**config.mk**
```make
export PLATFORM = sky130hd
export DESIGN_NAME = pac_queue
export DESIGN_NICKNAME = d
export VERILOG_FILES = /design/src/rtl/pac_pkg.sv /design/src/rtl/pac_queue.sv
export SDC_FILE = /design/constraint.sdc
export NUM_CORES = 1
export LEC_CHECK = 0
export ABC_AREA = 1
export BUFFER_PORTS_ARGS = -buffer_cell sky130_fd_sc_hd__buf_2
export CAP_MARGIN = 20
export CORE_ASPECT_RATIO = 0.8
export CORE_UTILIZATION = 45
export CTS_CLUSTER_SIZE = 10
export DETAILED_ROUTE_END_ITERATION = 7
export PLACE_DENSITY = 0.7
export SETUP_SLACK_MARGIN = 0.5
export SLEW_MARGIN = 0
export SYNTH_ARGS = -nofsm -noshare
export SYNTH_HDL_FRONTEND = slang
export SYNTH_SLANG_ARGS = --single-unit
```
**constraint.sdc**
```tcl
create_clock -name clk -period 13 [get_ports clk]
set_clock_uncertainty 0.15 [all_clocks]
set_input_delay 1.95 -clock clk [delete_from_list [all_inputs] [get_ports clk]]
set_output_delay 1.95 -clock clk [all_outputs]
set_load 0.01 [all_outputs]
```
**src/rtl/pac_pkg.sv**
```systemverilog
package pac_pkg;

  // Input and accumulator widths
  localparam int COORD_W      = 16;
  localparam int MAX_VERTICES = 1024;
  localparam int CNT_W        = $clog2(MAX_VERTICES + 1);
  localparam int SUM_W        = COORD_W + 1;
  localparam int CROSS_W      = 2 * COORD_W + 1;
  localparam int MPROD_W      = SUM_W + CROSS_W;
  localparam int AREA_W       = 43;
  localparam int MOM_W        = 60;
  localparam int OUT_AREA_W   = 42;

  // Divider widths
  localparam int DIV_W   = AREA_W + 2;
  localparam int Q_BITS  = 18;
  localparam int SH_W    = DIV_W + Q_BITS - 1;
  localparam int ITER_W  = $clog2(Q_BITS + 1);
  localparam int CEN_W   = 16;

  // Queue between front and back
  localparam int QUEUE_DEPTH = 2;
  localparam int QPTR_W      = $clog2(QUEUE_DEPTH);
  localparam int QCNT_W      = $clog2(QUEUE_DEPTH + 1);

  // One finished polygon, waiting for the divide
  typedef struct packed {
    logic signed [AREA_W-1:0] area;
    logic signed [MOM_W-1:0]  mom_x;
    logic signed [MOM_W-1:0]  mom_y;
    logic                     ovf;
  } job_t;

  typedef struct packed {
    logic full;
    logic empty;
  } qstat_t;

endpackage

```
**src/rtl/pac_queue.sv**
```systemverilog
module pac_queue (
  input  logic             clk,
  input  logic             rst_n,
  input  logic             push,
  input  pac_pkg::job_t    push_job,
  input  logic             pop,
  output pac_pkg::job_t    head_job,
  output pac_pkg::qstat_t  qstat
);

  pac_pkg::job_t                   slot_r [pac_pkg::QUEUE_DEPTH];
  logic [pac_pkg::QPTR_W-1:0]      wr_ptr_r, rd_ptr_r;
  logic [pac_pkg::QCNT_W-1:0]      cnt_r;

  assign qstat.full  = (cnt_r == pac_pkg::QCNT_W'(pac_pkg::QUEUE_DEPTH));
  assign qstat.empty = (cnt_r == '0);
  assign head_job    = slot_r[rd_ptr_r];

  // Pointers and fill count
  always_ff @(posedge clk) begin
    if (!rst_n) begin
      wr_ptr_r <= '0;
      rd_ptr_r <= '0;
      cnt_r    <= '0;
    end else begin
      if (push) wr_ptr_r <= wr_ptr_r + 1'b1;
      if (pop)  rd_ptr_r <= rd_ptr_r + 1'b1;
      unique case ({push, pop})
        2'b10:   cnt_r <= cnt_r + 1'b1;
        2'b01:   cnt_r <= cnt_r - 1'b1;
        default: ;
      endcase
    end
  end

  always_ff @(posedge clk) begin
    if (push) slot_r[wr_ptr_r] <= push_job;
  end

endmodule

```
# Word-level counts from Yosys, hierarchy flattened
# Memories as Yosys holds them, arrays and structs flattened. A register that Yosys moved wholly into a read port is not among the register bits.
# Cells that the tools add are included.
# Widths: inputs -> output; s select.
# word_totals
in_bits,168
output_inout_bits,166
register_bits,4
ramBits,328
wordCells,18
memories,1
# op_classes
eq_ne,3
n_reduce_logical,2
n_mux,5
n_addsub,4
# memory_table
name,words,width,rd,rd_clocked_by_memory_dff,write_ports,line,rtl
slot_r,2,164,1,1,1,pac_queue.sv:11,pac_pkg::job_t slot_r [pac_pkg::QUEUE_DEPTH];
# op_table
operator,n
$eq 2x2->1 const B,2
$mux 1,4
$pmux 2 s2,1
$add 1x1->1 const B,2
$add 2x1->2 const B,1
$eq 2x1->1 const B,1
$logic_not 2->1,1
$reduce_bool 2->1,1
$sub 2x1->2 const B,1

# Longest topological paths before layout
# depth
depth_word,3
depth_mapped,7
depth_no_buf,7

# Least setup slack after synthesis
# Ideal clock, no wire load.
# synth_path
path_type,input port to flip-flop
startpoint,input port push
endpoint,memory slot_r[0][0] in the netlist's numbering (enable)
arrival_time_ns,8.875
setup_slack_ns,3.280
path_buffers,0
setup_time_ns,0.695
path_stages,2
t_required_ns,12.155
path_cell_list,inv_1 > nor2_1
# synth_between
elab_chain_cells,2
# synth_rtl
item,line,rtl
from (decl),pac_queue.sv:4,"input logic push,"
$mux 1,pac_queue.sv:37,if (push) slot_r[wr_ptr_r] <= push_job;
$mux 1 (not written as such),pac_queue.sv:37,
to (decl),pac_queue.sv:11,
# No other way between the ends.

==> run metrics <==
Max Freq=181 MHz; Maximum Capacitance Violations=0; DRC violations left=0; All-Layer GR Usage=0.160; post-detailed-placement half-perimeter wirelength=15,400 um; overall die area=about 28,000 um^2; DR vias=between 6,000 and 7,000; worst reg2reg path endpoint=slot_r[1][29]$_DFFE_PP_; number of instances resized during post-cts repair=0; initial detailed-routing violation count=297; slew at the pin with the worst max-slew slack=~1.1 ns; Hold WC Path Type=register to register; cell family contributing the most delay on the critical path=buffers and inverters; register bit total from synthesis=roughly 330; Rel. slew slack=0.275; final max-slew violation count=0; die height=149 um; data arrival time of the critical path=3.42 ns; critical setup path kind=register to output pin; CTS Buffer Depth=3; largest fanout on the critical path=80; vias in the first global route=6,112; number of iterations in the first detailed-routing pass=4; fraction of final layout cells sized beyond drive strength 1=0.597; crit path time final=5.52 ns; sequential area share after synthesis=0.818; clock tree root buffer cell=sky130_fd_sc_hd__clkbuf_16; Multi-input gate area=1960 um^2; worst r2r path cells=4; period utilisation layout=0.425; vias per std cell=4.79; routed len/inst=around 18 um; utilization of the core after routing=0.576; Clock Latency Late Sink=0.50 ns; Most common cell on crit path=sky130_fd_sc_hd__buf_4; post-CTS setup repair buffer count=0; antenna violation net count after detailed routing=0; start point of the worst min-delay path=rd_ptr_r$_SDFFE_PN0P_; Layout area overhead=25.1%; Seq. cell area=9950 um^2; delay of the slowest cell on the worst path=0.84 ns; Setup Total Neg Slack=0 ns; number of buffers created by CTS=39; cell chain of the critical path=buf_4, buf_4, mux2_2, buf_2; power density over the cells=158 nW/um^2; Mean Syn Cell Area=roughly 22 um^2; worst hold margin=between 0.3 and 0.4 ns; slowest stage cell on the critical path=sky130_fd_sc_hd__buf_4; Buf/Inv on CP=3; cell area after synthesis=12,200 um^2; internal reg-to-reg setup slack=10.47 ns; final hold violation count=0; net count of the mapped netlist=714; non-filler instance count after layout=1,281; last weighted congestion value of the routability-driven placer=roughly 0.70; first-pass GRT wire length=33,400 um; H-tree depth reported by CTS=2; number of inserted filler cells in the final layout=2,085; quantity of I/O buffers inserted on ports=333; Clock Sink Count=between 300 and 400; total wire length after detailed routing=23,400 um; final net count=between 1,000 and 1,500; number of failing setup endpoints in the final timing report=0; Top Ports=about 330; leakage power=approximately 5.7 nW; RSZ-0062 raised after global routing=false; Setup Slack @ Placement=7.96 ns; initial core utilization=0.461; Synth Instances=545; maximum ir drop on the vdd rail=0.0000958 V; clock tree from TritonCTS=done; global route overflow=0; clock transition at the registers of the reported paths=0.05 ns; status=completed; Die W=~190 um; r2r startpoint=wr_ptr_r$_SDFFE_PN0P_; area of the placeable core=26,400 um^2; startpoint kind of the worst setup timing path=register; Ys Warns=0; number of buffers inserted for hold repair after clock tree synthesis=0; kind of end point of the critical path=output pin; total number of placement rows=53; pin count of the biggest net entering global routing=85; Worst Slack Setup Final=7.48 ns; Placed Instances=1,223; Synth cell types=12; critical path required time=10.90 ns; antenna violations before repair=6; worst hold path depth=2
## how the worst max path moves through the flow
stage | startpoint | to | slack, ns | depth (start not counted)
2_1_floorplan | push | slot_r[0][0]$_DFFE_PP_ | 3.28 | 2
3_3_place_gp | register | head_job[11] | 7.97 | 4
3_5_place_dp | register | head_job[11] | 7.96 | 4
4_1_cts | register | head_job[11] | 7.41 | 4
5_1_grt | register | head_job[139] | 7.27 | 4
6_report | register | head_job[147] | 7.48 | 4
## metal layers
metal,routed length [um],global-route usage,vias up
li1,-,-,2879
met1,9210,0.194,2957
met2,11300,0.265,257
met3,2450,0.0608,37
met4,408,0.0484,2
met5,10,0,-
## layout by cell type, fill, tap and decap left out
cell / netlist / routed
sky130_fd_sc_hd__inv_6: 0 / 1
sky130_fd_sc_hd__nor2_1: 12 / 11
sky130_fd_sc_hd__clkbuf_16: 0 / 41
sky130_fd_sc_hd__a21oi_1: 1 / 1
sky130_fd_sc_hd__clkinv_2: 0 / 1
sky130_fd_sc_hd__dfxtp_4: 0 / 1
sky130_fd_sc_hd__inv_1: 6 / 5
sky130_fd_sc_hd__nand4_1: 1 / 1
sky130_fd_sc_hd__diode_2: 0 / 5
sky130_fd_sc_hd__buf_16: 0 / 1
sky130_fd_sc_hd__mux2_2: 164 / 164
sky130_fd_sc_hd__buf_4: 0 / 6
sky130_fd_sc_hd__ha_1: 1 / 1
sky130_fd_sc_hd__nand2_1: 8 / 8
sky130_fd_sc_hd__dfxtp_1: 5 / 4
sky130_fd_sc_hd__buf_2: 0 / 333
sky130_fd_sc_hd__clkbuf_1: 0 / 10
sky130_fd_sc_hd__o21ai_0: 1 / 1
sky130_fd_sc_hd__nor2_4: 0 / 1
sky130_fd_sc_hd__edfxtp_1: 328 / 328
## synth_stat cells
cell                       instances  area [um^2]
sky130_fd_sc_hd__inv_1             6         22.5
sky130_fd_sc_hd__a21oi_1           1         5.00
sky130_fd_sc_hd__dfxtp_1           5          100
sky130_fd_sc_hd__edfxtp_1        328         9850
sky130_fd_sc_hd__clkbuf_8         13          179
sky130_fd_sc_hd__nor2_1           12         45.0
sky130_fd_sc_hd__buf_6             5         56.3
sky130_fd_sc_hd__nand2_1           8         30.0
sky130_fd_sc_hd__ha_1              1         12.5
sky130_fd_sc_hd__o21ai_0           1         5.00
sky130_fd_sc_hd__nand4_1           1         6.26
sky130_fd_sc_hd__mux2_2          164         1850
## registers in the layout, summed over array words and instances, names as in the netlist, named ones only
| signal | cells |
|---|---|
| cnt_r | 2 |
| rd_ptr_r | 1 |
| slot_r | 328 |
| wr_ptr_r | 1 |
## where the power goes
part	internal (W)	switching [W]
registers	0.00125	0.0000158
logic	0.0000965	0.000111
clock network	0.000563	0.000368
total	0.00190	0.000495
## stage by stage
step | total power [W] | area (um^2)
after floorplan | 0.00141 | 12200
after global placement | 0.00149 | 14100
after detailed placement | 0.00149 | 14100
after CTS | 0.00243 | 15200
after global routing | 0.00249 | 15200
final | 0.00240 | 15200
## final cells by class
| type | count | area share |
|---|---|---|
| clock buffer | 51 | 0.0699 |
| clock inverter | 1 | 0.000329 |
| tap | 357 | 0.0294 |
| inverter | 6 | 0.00181 |
| sequential | 333 | 0.655 |
| timing repair buffer | 340 | 0.114 |
| antenna | 5 | 0.000823 |
| multi-input combinational | 188 | 0.129 |
## tightest hold or removal path, stage by stage, from the launching register on
cell,delay (ns)
sky130_fd_sc_hd__dfxtp_1,0.32
sky130_fd_sc_hd__nor2_1,0.05
sky130_fd_sc_hd__nor2_1,0.09
## cells by family after synthesis
logic type      Yosys count  synth area share
mux                     164             0.152
compound gates            2          0.000823
flops                   333             0.818
fa+ha+maj                 1           0.00103
buf+inv                  24            0.0212
simple gates             21           0.00669
No activity file was read; power rests on OpenSTA's default activity.
