$ cat src/rtl/pac_pkg.sv
package pac_pkg;

  // Input and accumulator widths
  localparam int COORD_W      = 16;
  localparam int MAX_VERTICES = 1024;
  localparam int CNT_W        = $clog2(MAX_VERTICES + 1);
  localparam int SUM_W        = COORD_W + 1;
  localparam int CROSS_W      = 2 * COORD_W + 1;
  localparam int MPROD_W      = SUM_W + CROSS_W;
  localparam int AREA_W       = 43;
  localparam int MOM_W        = 60;
  localparam int OUT_AREA_W   = 42;

  // Divider widths
  localparam int DIV_W   = AREA_W + 2;
  localparam int Q_BITS  = 18;
  localparam int SH_W    = DIV_W + Q_BITS - 1;
  localparam int ITER_W  = $clog2(Q_BITS + 1);
  localparam int CEN_W   = 16;

  // Queue between front and back
  localparam int QUEUE_DEPTH = 2;
  localparam int QPTR_W      = $clog2(QUEUE_DEPTH);
  localparam int QCNT_W      = $clog2(QUEUE_DEPTH + 1);

  // One finished polygon, waiting for the divide
  typedef struct packed {
    logic signed [AREA_W-1:0] area;
    logic signed [MOM_W-1:0]  mom_x;
    logic signed [MOM_W-1:0]  mom_y;
    logic                     ovf;
  } job_t;

  typedef struct packed {
    logic full;
    logic empty;
  } qstat_t;

endpackage

$ cat src/rtl/pac_back.sv
module pac_back (
  input  logic                                   clk,
  input  logic                                   rst_n,
  input  pac_pkg::job_t                          head_job,
  input  pac_pkg::qstat_t                        qstat,
  output logic                                   pop,
  output logic                                   out_valid,
  input  logic                                   out_stall,
  output logic signed [pac_pkg::OUT_AREA_W-1:0]  out_twice_signed_area,
  output logic signed [pac_pkg::CEN_W-1:0]       out_centroid_x,
  output logic signed [pac_pkg::CEN_W-1:0]       out_centroid_y,
  output logic                                   out_degenerate,
  output logic                                   out_too_many_vertices
);

  typedef enum logic [3:0] {
    B_IDLE = 4'b0001,
    B_PREP = 4'b0010,
    B_DIV  = 4'b0100,
    B_DONE = 4'b1000
  } bstate_t;

  bstate_t state_r;

  pac_pkg::job_t                    job_r;
  logic                             zero_r, negx_r, negy_r;
  logic [pac_pkg::MOM_W-1:0]        remx_r, remy_r;
  logic [pac_pkg::SH_W-1:0]         dsh_r;
  logic [pac_pkg::Q_BITS-1:0]       qx_r, qy_r;
  logic [pac_pkg::ITER_W-1:0]       iter_r;
  logic                             out_valid_r;
  logic signed [pac_pkg::DIV_W-1:0] div3;
  logic [pac_pkg::DIV_W-1:0]        dmag;
  logic [pac_pkg::MOM_W-1:0]        nxmag, nymag;
  logic                             gex, gey;
  logic [pac_pkg::SH_W-1:0]         subx, suby;

  // Saturate a quotient magnitude to a signed 16-bit result
  function automatic logic [pac_pkg::CEN_W-1:0] sat_q(
    input logic [pac_pkg::Q_BITS-1:0] q, input logic neg);
    logic [pac_pkg::Q_BITS-1:0] lim;
    logic [pac_pkg::Q_BITS-1:0] qs;
    lim = neg ? pac_pkg::Q_BITS'(32768) : pac_pkg::Q_BITS'(32767);
    qs  = (q > lim) ? lim : q;
    if (neg) qs = -qs;
    return qs[pac_pkg::CEN_W-1:0];
  endfunction

  assign out_valid = out_valid_r;
  assign pop       = (state_r == B_IDLE) && !qstat.empty && !out_valid_r;

  // Divisor is three times the doubled area; operands go to magnitudes
  assign div3  = (pac_pkg::DIV_W'(job_r.area) <<< 1) + pac_pkg::DIV_W'(job_r.area);
  assign dmag  = div3[pac_pkg::DIV_W-1] ? pac_pkg::DIV_W'(-div3) : pac_pkg::DIV_W'(div3);
  assign nxmag = job_r.mom_x[pac_pkg::MOM_W-1] ? pac_pkg::MOM_W'(-job_r.mom_x)
                                               : pac_pkg::MOM_W'(job_r.mom_x);
  assign nymag = job_r.mom_y[pac_pkg::MOM_W-1] ? pac_pkg::MOM_W'(-job_r.mom_y)
                                               : pac_pkg::MOM_W'(job_r.mom_y);

  // One restoring step per cycle on each axis
  assign gex  = pac_pkg::SH_W'(remx_r) >= dsh_r;
  assign gey  = pac_pkg::SH_W'(remy_r) >= dsh_r;
  assign subx = pac_pkg::SH_W'(remx_r) - dsh_r;
  assign suby = pac_pkg::SH_W'(remy_r) - dsh_r;

  always_ff @(posedge clk) begin
    if (!rst_n) begin
      state_r     <= B_IDLE;
      out_valid_r <= 1'b0;
      iter_r      <= '0;
    end else begin
      if (out_valid_r && !out_stall) out_valid_r <= 1'b0;
      unique case (state_r)
        B_IDLE: if (pop) state_r <= B_PREP;
        B_PREP: begin
          iter_r  <= '0;
          state_r <= (job_r.ovf || job_r.area == '0) ? B_DONE : B_DIV;
        end
        B_DIV: begin
          iter_r <= iter_r + 1'b1;
          if (iter_r == pac_pkg::ITER_W'(pac_pkg::Q_BITS - 1)) state_r <= B_DONE;
        end
        B_DONE: begin
          out_valid_r <= 1'b1;
          state_r     <= B_IDLE;
        end
        default: state_r <= B_IDLE;
      endcase
    end
  end

  // Job and divider datapath
  always_ff @(posedge clk) begin
    unique case (state_r)
      B_IDLE: if (pop) job_r <= head_job;
      B_PREP: begin
        zero_r <= (job_r.area == '0);
        negx_r <= job_r.mom_x[pac_pkg::MOM_W-1] ^ div3[pac_pkg::DIV_W-1];
        negy_r <= job_r.mom_y[pac_pkg::MOM_W-1] ^ div3[pac_pkg::DIV_W-1];
        remx_r <= nxmag;
        remy_r <= nymag;
        dsh_r  <= pac_pkg::SH_W'(dmag) << (pac_pkg::Q_BITS - 1);
        qx_r   <= '0;
        qy_r   <= '0;
      end
      B_DIV: begin
        if (gex) remx_r <= subx[pac_pkg::MOM_W-1:0];
        if (gey) remy_r <= suby[pac_pkg::MOM_W-1:0];
        qx_r  <= {qx_r[pac_pkg::Q_BITS-2:0], gex};
        qy_r  <= {qy_r[pac_pkg::Q_BITS-2:0], gey};
        dsh_r <= dsh_r >> 1;
      end
      B_DONE: begin
        out_too_many_vertices <= job_r.ovf;
        if (job_r.ovf) begin
          out_twice_signed_area <= '0;
          out_centroid_x        <= '0;
          out_centroid_y        <= '0;
          out_degenerate        <= 1'b0;
        end else begin
          out_twice_signed_area <= job_r.area[pac_pkg::OUT_AREA_W-1:0];
          out_degenerate        <= zero_r;
          out_centroid_x        <= zero_r ? '0 : sat_q(qx_r, negx_r);
          out_centroid_y        <= zero_r ? '0 : sat_q(qy_r, negy_r);
        end
      end
      default: ;
    endcase
  end

endmodule

$ cat config.mk
export PLATFORM = sky130hd
export DESIGN_NAME = pac_back
export DESIGN_NICKNAME = d
export VERILOG_FILES = /design/src/rtl/pac_pkg.sv /design/src/rtl/pac_back.sv
export SDC_FILE = /design/constraint.sdc
export NUM_CORES = 1
export LEC_CHECK = 0
export ABC_AREA = 1
export BUFFER_PORTS_ARGS = -buffer_cell sky130_fd_sc_hd__buf_2
export CAP_MARGIN = 20
export CORE_ASPECT_RATIO = 0.7
export CORE_MARGIN = 4
export CORE_UTILIZATION = 41
export DETAILED_ROUTE_END_ITERATION = 10
export SYNTH_ARGS = -nofsm -noshare
export SYNTH_HDL_FRONTEND = slang
export SYNTH_SLANG_ARGS = --single-unit
export TNS_END_PERCENT = 30
$ cat constraint.sdc
create_clock -name clk -period 28.1 [get_ports clk]
set_input_delay 8.43 -clock clk [delete_from_list [all_inputs] [get_ports clk]]
set_output_delay 8.43 -clock clk [all_outputs]
set_load 0.01 [all_outputs]
; Word-level counts from Yosys, hierarchy flattened
; Index checks and enable logic that the tools add are counted.
[word_totals]
inputBits = 169
ff_bits = 471
word_cells = 82
[op_classes]
n_mux = 23
n_eq_ne = 9
bitwise_logic = 2
reduce_logical = 15
addsub = 9
n_lt_le_gt_ge = 4
[op_table]
columns = op, count
row1 = $mux 60, 4
row2 = $pmux 60 s2, 2
row3 = $ge 60x62->1, 2
row4 = $pmux 62 s2, 1
row5 = $neg 60->60, 2
row6 = $sub 60x60->60, 2
row7 = $mux 16, 6
row8 = $pmux 18 s2, 2
row9 = $add 44x43->45, 1
row10 = $mux 45, 1
row11 = $neg 45->45, 1
row12 = $logic_not 43->1, 1
row13 = $gt 18x16->1, 2
row14 = $neg 16->16, 2
row15 = $mux 4, 3
row16 = $pmux 4 s3, 1
row17 = $pmux 5 s2, 1
row18 = $ne 2x2->1 const B, 4
row19 = $reduce_and 2->1, 4
row20 = $add 5x1->5 const B, 1
row21 = $eq 5x5->1 const B, 1
row22 = $eq 4x1->1 const B, 1
row23 = $eq 4x2->1 const B, 1
row24 = $eq 4x3->1 const B, 1
row25 = other kinds (8), 15

; Depth between registers and ports, before layout
; Gate-level depths: netlist (run 1).
[depth]
depth_word = 5
depth_mapped = 23
ltp_nobuf = 23

; Worst setup path before layout (run 1)
; OpenSTA, ideal clock, no wires.
[synth_path]
kind = input port to flip-flop
start = input port qstat[0] (netlist bit)
end = register job_r[0] (netlist bit) (enable)
required_ns = 27.212
path_buffers = 0
arrival_ns = 19.556
slack_ns = 7.656
stages = 1
cell_sequence = nor3_1
[synth_via]
elab_chain_cells = 4
[synth_lines]
columns = item, line_no
row1 = "start, declared", pac_back.sv:5  ; input pac_pkg::qstat_t qstat,
row2 = $logic_not 1->1, pac_back.sv:50  ; assign pop = (state_r == B_IDLE) && !qstat.empty && !out_valid_r;
row3 = $logic_and 1x1->1 (2 in a row), pac_back.sv:50
row4 = $reduce_and 2->1 (no line), n/a
row5 = "end signal, assigned", pac_back.sv:95  ; B_IDLE: if (pop) job_r <= head_job;
row6 = "end, declared", pac_back.sv:25  ; pac_pkg::job_t job_r;
; Every way passes these cells.
; A chain may end at the register's enable or synchronous reset.

; Worst setup path in the final report (run 1)
[layout_path]
start = input port qstat[0] (netlist bit)
end = output port pop
[layout_via]
elab_chain_cells = 3
[layout_lines]
columns = item, line_no
row1 = $logic_not 1->1, pac_back.sv:50
row2 = $logic_and 1x1->1 (2 in a row), pac_back.sv:50
row3 = "end, declared", pac_back.sv:6  ; output logic pop,
; Every way passes these cells.

==> flow_summary.yaml, run 1 <==
die:
  die_y_um: 252
  num_rows: 89
  io_pins: 247
  initial_utilization_pct: 41.4
  coreArea_sq_mm: 0.0844
  dieArea_sq_mm: 0.0900
  die_width_um: 357
synth:
  avgSynthCellArea_sq_um: 7.53
  yosysWarnings: 0
  synthArstFlopShare_pct: 0
  synth-edff-count: 461
  muxShareOfSynthArea_pct: 0
  synth_top_family_by_area: "simple AND/OR/NAND/NOR gates"
  ys_types: 63
  ys.flop_type: "edfxtp_1"
  ys_ff_latch: 471
  netlist_instances: 4638
  synth_compound_gate_area_share_pct: 14.3
  yosysSeqAreaShare_pct: 40.2
  syn-num-nets: 5031
  synth_area_sq_mm: 0.0349
  synthXorXnorAreaFrac_pct: 2.28
  synthAdderAreaFrac_pct: 8.09
  synth-simple-area-share_pct: 26.9
route:
  firstDrtPassIters: 6
  final_antenna_net_count: 0
  routedWlPerCell_um: 17.7
  vias_per_cell: 5.24
  totalWireLength_mm: 107
  num_vias: 31700
  route.detailed.drc: 0
  drt_iter0_markers: 3362
clock_network:
  cts_hold_buffers: 0
  cts_tree: "built"
  cts_resized: 0
  cts.htree.levels: 2
  post-cts-setup-buffers: 0
  cts.sinks: 471
  root_buffer: "clkbuf_16"
  cts.clk_slew.worst_paths_ps: 60
  cts_made_buffers: 53
  clock_latency_ps: 640
  clk_path_buf_depth: 3
timing:
  setup_viol: 0
  period_share_pct: 61.8
  finalSetupTns_ps: 0
  max_clock_freq_mhz: 57.6
  rsz0062_at_grt: "no"
  maxSlewViolCount: 0
  worst_slew_pin_slew_ps: 1080
  fin_worst_skew_ps: 38.4
  relSlewSlack_pct: 28.0
  hold_viol_final: 0
  post-route-min-period_ps: 17370
  hold_slack_ps: 501
job:
  cap_viol_max_count: 0
hold_path:
  min-delay-start: "iter_r[4]"
  hold_depth: 2
  hold_path_class: "register to register"
  worst_hold_path.endpoint: "iter_r[4]"
worst_setup_path:
  crit_fanout: 3
  worst_r2r_endpoint: "remx_r[46]"
  endpoint_kind: "output pin"
  reg2reg_depth: 14
  r2r-start: "dsh_r[0]"
  critPathRequiredTime_ps: 19670
  worst-r2r-setup-slack_ps: 23420
  crit_arrival_ps: 8940
  crit_type: "primary input to output pin"
  startpoint_type: "primary input"
run_status:
  outcome: "finished, final reports clean"
cells_and_area:
  antenna_cells: 0
  layout_common_cells: "nand2_1 (1084), inv_1 (661), nor2_1 (570)"
  nNetsFinal: 5273
  final_common_cell: "nand2_1"
  drive_gt1_share_pct: 9.84
  area_delta_synth_final_pct: 12.3
power_and_ir_drop:
  power_mw: 3.30
  p_per_area_mw_per_mm2: 84.1
  peakVddDrop_uv: 72.5
  p_leak_nw: 17.1
placed_design:
  post-dp-hpwl_mm: 85.2
  place_congestion: 0.974
  port_buffers: 245
grt:
  grt_overflow_total: 0
  antenna_found_initial: 12
  grt_max_degree: 106
  grt.total_usage_pct: 23.3
  grt_first_pass_wirelength_mm: 165
  grt_pass1_vias: 28900
==> per-layer routing <==
| layer | up-vias | wire (um) | track usage [%] |
|---|---|---|---|
| li1 | 16000 | - | - |
| met1 | 14400 | 52700 | 36.2 |
| met2 | 1158 | 41800 | 32.3 |
| met3 | 129 | 10500 | 5.59 |
| met4 | 6 | 2230 | 5.25 |
| met5 | - | 46 | 0 |
==> stage by stage <==
stage | setup slack, ps | util [%] | area (sq um) | std cells
2_1_floorplan | 7660 | - | 34900 | 4638
3_3_place_gp | 10710 | 44.4 | 37400 | 5962
3_5_place_dp | 10740 | 44.4 | 37400 | 5962
4_1_cts | 10740 | 46.4 | 39200 | 6058
5_1_grt | 10710 | 46.4 | 39200 | 6058
6_report | 10730 | 46.4 | 39200 | 6058
==> report_power, final <==
part	switching (mW)	internal, mW
clock	0.309	0.409
combinational	1.06	0.462
sequential	0.0870	0.966
==> worst max-delay path by stage <==
stage,cells past startpoint,slack [ps],start,to
detailed placement,3,10740,qstat[0],pop
floorplan,1,7660,qstat[0],job_r[0]
finish,3,10730,qstat[0],pop
global placement,3,10710,qstat[0],pop
CTS,3,10740,qstat[0],pop
global route,3,10710,qstat[0],pop
==> kinds of logic (layout without fill, tap and decap cells) <==
family	after synthesis	after routing
AO/OA/AOI/OAI	909	909
XOR/XNOR	90	90
flip-flops	471	471
buffers and inverters	755	1038
adder cells (fa/ha/maj)	224	224
AND/OR/NAND/NOR	2189	2189
==> synthesized netlist by cell type, drive strengths merged, types with 25 or more instances <==
library cell	instances	area share, %
ha	221	7.9
o21ai	359	5.2
edfxtp	461	40
clkbuf	55	0.59
xor2	57	1.5
a21oi	374	5.4
xnor2	33	0.83
nand4	50	0.93
nor3	78	1.3
a31oi	33	0.59
nand2	1128	12
nand3	241	3.7
nor4	36	0.64
inv	671	7.2
o21bai	25	0.54
nor2	601	6.8
==> worst max-delay path: stages <==
cell	delay, ps
buf_2	120
nor3_1	210
buf_2	180
==> flip-flops by register name, summed over array words and instances, names as in the netlist <==
name,count
state_r,4
out_twice_signed_area,42
out_centroid_x,16
qy_r,18
negx_r,1
out_degenerate,1
iter_r,5
out_valid,1
job_r,164
out_centroid_y,16
out_too_many_vertices,1
zero_r,1
qx_r,18
negy_r,1
remy_r,60
remx_r,60
dsh_r,62
==> area by class of cell <==
type                            count  area (sq um)
Fill cell                        8665         45200
Multi-Input combinational cell   3412         18100
Sequential cell                   471         14000
Inverter                          676          2540
Clock buffer                       67          1430
Tap cell                         1137          1420
Timing Repair Buffer              266          1380
Clock inverter                     29           325
Power figures use the tool's default switching activity.
==> run 2: changes to the inputs <==
Clock period 28.1 ns to 17.1 ns, I/O delays scaled along.
==> flow_summary.yaml, run 2 (synthesis results as in run 1) <==
route:
  final_antenna_net_count: 0
  num_vias: 32000
  route.detailed.drc: 0
  routedWlPerCell_um: 17.7
  drt_iter0_markers: 3447
  firstDrtPassIters: 6
  vias_per_cell: 5.27
  totalWireLength_mm: 107
power_and_ir_drop:
  power_mw: 5.38
  peakVddDrop_uv: 89.9
  p_per_area_mw_per_mm2: 137
  p_leak_nw: 17.0
cells_and_area:
  finalNonFillerCells: 6059
  largest_reg_flops: 164
  drive_gt1_share_pct: 9.77
  regMostFlops: "job_r"
  layout_common_cells: "nand2_1 (1084), inv_1 (661), nor2_1 (570)"
  final_common_cell: "nand2_1"
  nNetsFinal: 5273
  area_delta_synth_final_pct: 12.1
  top_regs: "job_r: 164 flops, dsh_r: 62 flops"
  final_area_sq_mm: 0.0392
worst_setup_path:
  cp_common_cell: "buf_2"
  cp_top_family: "buffers and inverters"
  critPathMaxStageDelay_ps: 240
  crit_fanout: 3
  r2r-start: "dsh_r[0]"
  startpoint_type: "primary input"
  path_cells: "buf_2 > nor3_1 > buf_2"
  worst_r2r_endpoint: "remx_r[59]"
  crit_arrival_ps: 5680
  crit_type: "primary input to output pin"
  reg2reg_depth: 14
  critPathRequiredTime_ps: 11970
  worst-r2r-setup-slack_ps: 12380
  crit_buf_inv: 2
  endpoint_kind: "output pin"
  worst_path_max_delay_cell: "nor3_1"
die:
  initial_utilization_pct: 41.4
  dieArea_sq_mm: 0.0900
  coreArea_sq_mm: 0.0844
  io_pins: 247
  num_rows: 89
  die_y_um: 252
  die_width_um: 357
grt:
  antenna_found_initial: 7
  grt_overflow_total: 0
  grt.total_usage_pct: 23.2
  grt_max_degree: 92
  grt_pass1_vias: 28600
  grt_first_pass_wirelength_mm: 165
clock_network:
  cts_hold_buffers: 0
  cts.htree.levels: 2
  cts_resized: 0
  cts.clk_slew.worst_paths_ps: 60
  cts_made_buffers: 51
  post-cts-setup-buffers: 0
  cts_tree: "built"
  clock_latency_ps: 620
  clk_path_buf_depth: 3
  cts.sinks: 471
  root_buffer: "clkbuf_16"
timing:
  hold_slack_ps: 508
  relSlewSlack_pct: 31.5
  hold_viol_final: 0
  fin_worst_skew_ps: 28.1
  max_clock_freq_mhz: 92.5
  period_share_pct: 63.2
  rsz0062_at_grt: "no"
  maxSlewViolCount: 0
  worst_slew_pin_slew_ps: 1030
  post-route-min-period_ps: 10810
  setup_viol: 0
  finalSetupTns_ps: 0
hold_path:
  hold_path_class: "register to register"
  worst_hold_path.endpoint: "iter_r[4]"
  min-delay-start: "iter_r[4]"
  hold_depth: 2
run_status:
  outcome: "finished, final reports clean"
placed_design:
  port_buffers: 245
  place_congestion: 0.940
  placed_cells: 5964
  placed_area_sq_mm: 0.0375
  post-dp-hpwl_mm: 85.7
job:
  cap_viol_max_count: 0
run 2: tightest hold or removal path, stage by stage (launching register included):
cell     delay [ps]
dfxtp_1         330
nand2_1          70
a21oi_1          50
run 2: metal layers:
| layer | vias to the layer above | global-route usage [%] | share of wire [%] |
|---|---|---|---|
| met2 | 1192 | 32.0 | 38 |
| met1 | 14600 | 37.4 | 50 |
| met3 | 111 | 4.04 | 9.3 |
| met5 | - | 0 | 0 |
| li1 | 16100 | - | - |
| met4 | 0 | 4.81 | 2.0 |
run 2: cell type report:
type / instances / area (sq um)
sequential: 471 / 14000
clock buffer: 64 / 1340
tap: 1137 / 1420
timing repair buffer: 268 / 1400
multi-input combinational: 3412 / 18100
antenna: 1 / 2.50
inverter: 676 / 2540
clock inverter: 30 / 342
fill: 8520 / 45300
run 2: per-stage QoR:
step	util, %	worst slack [ps]
floorplan	-	5170
global placement	44.4	6320
detailed placement	44.4	6290
CTS	46.4	6290
global route	46.4	6210
finish	46.4	6290
run 2: worst max-delay path by stage:
stage	cells after the start	end	start
finish	3	pop	qstat[0]
global route	3	pop	qstat[0]
CTS	3	pop	qstat[0]
detailed placement	3	pop	qstat[0]
global placement	3	pop	qstat[0]
floorplan	1	job_r[0]	qstat[0]
run 2: power by group:
group	leakage [nW]	internal [mW]	switching, mW
clock	0.795	0.648	0.493
combinational	11.9	0.760	1.75
sequential	4.33	1.59	0.143
total	17.0	3.00	2.38
==> run 3: changes to the inputs <==
Clock period 17.1 ns to 10.55 ns, I/O delays scaled along.
==> flow_summary.yaml, run 3 (synthesis results as in run 1) <==
run_status:
  outcome: "finished, final reports clean"
clock_network:
  root_buffer: "clkbuf_16"
  cts_tree: "built"
  clk_path_buf_depth: 3
  cts.clk_slew.worst_paths_ps: 60
  cts.htree.levels: 2
  cts_made_buffers: 52
  post-cts-setup-buffers: 0
  cts.sinks: 471
  cts_hold_buffers: 0
  clock_latency_ps: 640
  cts_resized: 0
worst_setup_path:
  worst-r2r-setup-slack_ps: 5910
  critPathRequiredTime_ps: 7390
  crit_fanout: 3
  endpoint_kind: "output pin"
  startpoint_type: "primary input"
  crit_type: "primary input to output pin"
  r2r-start: "dsh_r[0]"
  reg2reg_depth: 14
  crit_arrival_ps: 3720
  worst_r2r_endpoint: "remx_r[0]"
timing:
  hold_slack_ps: 508
  period_share_pct: 65.3
  finalSetupTns_ps: 0
  setup_viol: 0
  post-route-min-period_ps: 6890
  worst_slew_pin_slew_ps: 1010
  fin_worst_skew_ps: 36.2
  rsz0062_at_grt: "no"
  relSlewSlack_pct: 32.2
  hold_viol_final: 0
  maxSlewViolCount: 0
  max_clock_freq_mhz: 145
cells_and_area:
  area_delta_synth_final_pct: 12.5
  fill_cells: 8620
  drive_gt1_share_pct: 9.85
  largest_reg_flops: 164
  final_common_cell: "nand2_1"
  layout.area.seq_sq_mm: 0.0140
  multiInputGateArea_sq_mm: 0.0181
  layout_common_cells: "nand2_1 (1084), inv_1 (661), nor2_1 (570)"
  regMostFlops: "job_r"
  nNetsFinal: 5273
  final_area_sq_mm: 0.0393
  final_core_util_pct: 46.6
  top_regs: "job_r: 164 flops, dsh_r: 62 flops"
placed_design:
  placed_area_sq_mm: 0.0375
  port_buffers: 245
  post-dp-hpwl_mm: 83.8
  place_congestion: 0.972
die:
  die_y_um: 252
  io_pins: 247
  initial_utilization_pct: 41.4
  dieArea_sq_mm: 0.0900
  num_rows: 89
  coreArea_sq_mm: 0.0844
  die_width_um: 357
route:
  final_antenna_net_count: 0
  vias_per_cell: 5.26
  num_vias: 31900
  route.detailed.drc: 0
  totalWireLength_mm: 106
  routedWlPerCell_um: 17.4
  drt_iter0_markers: 3302
  firstDrtPassIters: 6
grt:
  grt_first_pass_wirelength_mm: 162
  grt_max_degree: 155
  grt_overflow_total: 0
  grt.total_usage_pct: 22.8
  antenna_found_initial: 10
  grt_pass1_vias: 28400
power_and_ir_drop:
  peakVddDrop_uv: 173
  p_per_area_mw_per_mm2: 224
  p_leak_nw: 17.1
hold_path:
  worst_hold_path.endpoint: "iter_r[4]"
  hold_depth: 2
  hold_path_class: "register to register"
  min-delay-start: "iter_r[4]"
job:
  cap_viol_max_count: 0
run 3: cell types whose count changed in the layout (fill, tap and decap cells not counted), moves of 3 or more:
cell | previous run | this run
buf_4 | 23 | 20
bufinv_16 | 6 | 9
clkinv_2 | 4 | 7
clkbuf_16 | 51 | 54
clkinvlp_4 | 7 | 4
run 3: worst max-delay path: stages:
cell and delay (ps):
buf_2 130, nor3_1 240, buf_2 190
run 3: worst max path at each step:
stage | from | to | depth (start not counted)
3_3_place_gp | qstat[0] | pop | 3
4_1_cts | qstat[0] | pop | 3
3_5_place_dp | qstat[0] | pop | 3
6_report | qstat[0] | pop | 3
5_1_grt | qstat[0] | pop | 3
2_1_floorplan | qstat[0] | job_r[0] | 1
run 3: metal layers:
metal | up-vias | track usage [%] | wire length, um
li1 | 16100 | - | -
met1 | 14600 | 36.4 | 52400
met2 | 1173 | 32.0 | 41600
met3 | 101 | 4.26 | 10000
met4 | 0 | 3.77 | 1570
met5 | - | 0 | 0
run 3: per-stage QoR:
step	worst slack (ps)	total power, mW	cells
2_1_floorplan	590	5.66	4638
3_3_place_gp	3700	6.77	5963
3_5_place_dp	3690	6.81	5963
4_1_cts	3680	8.80	6060
5_1_grt	3590	9.47	6061
6_report	3660	8.81	6061
run 3: final cells by class:
type	instances	share of cell area [%]
multi-input cells	3412	45.9
flip-flops and latches	471	35.7
inverters	676	6.47
well taps	1137	3.62
repair buffers	267	3.60
clock buffers	64	3.53
clock inverters	33	1.09
diodes	1	0.00637
run 3: power breakdown:
part	leakage, nW	internal, mW	switching [mW]
sequential	4.33	2.57	0.229
combinational	11.9	1.23	2.81
clock	0.875	1.16	0.804
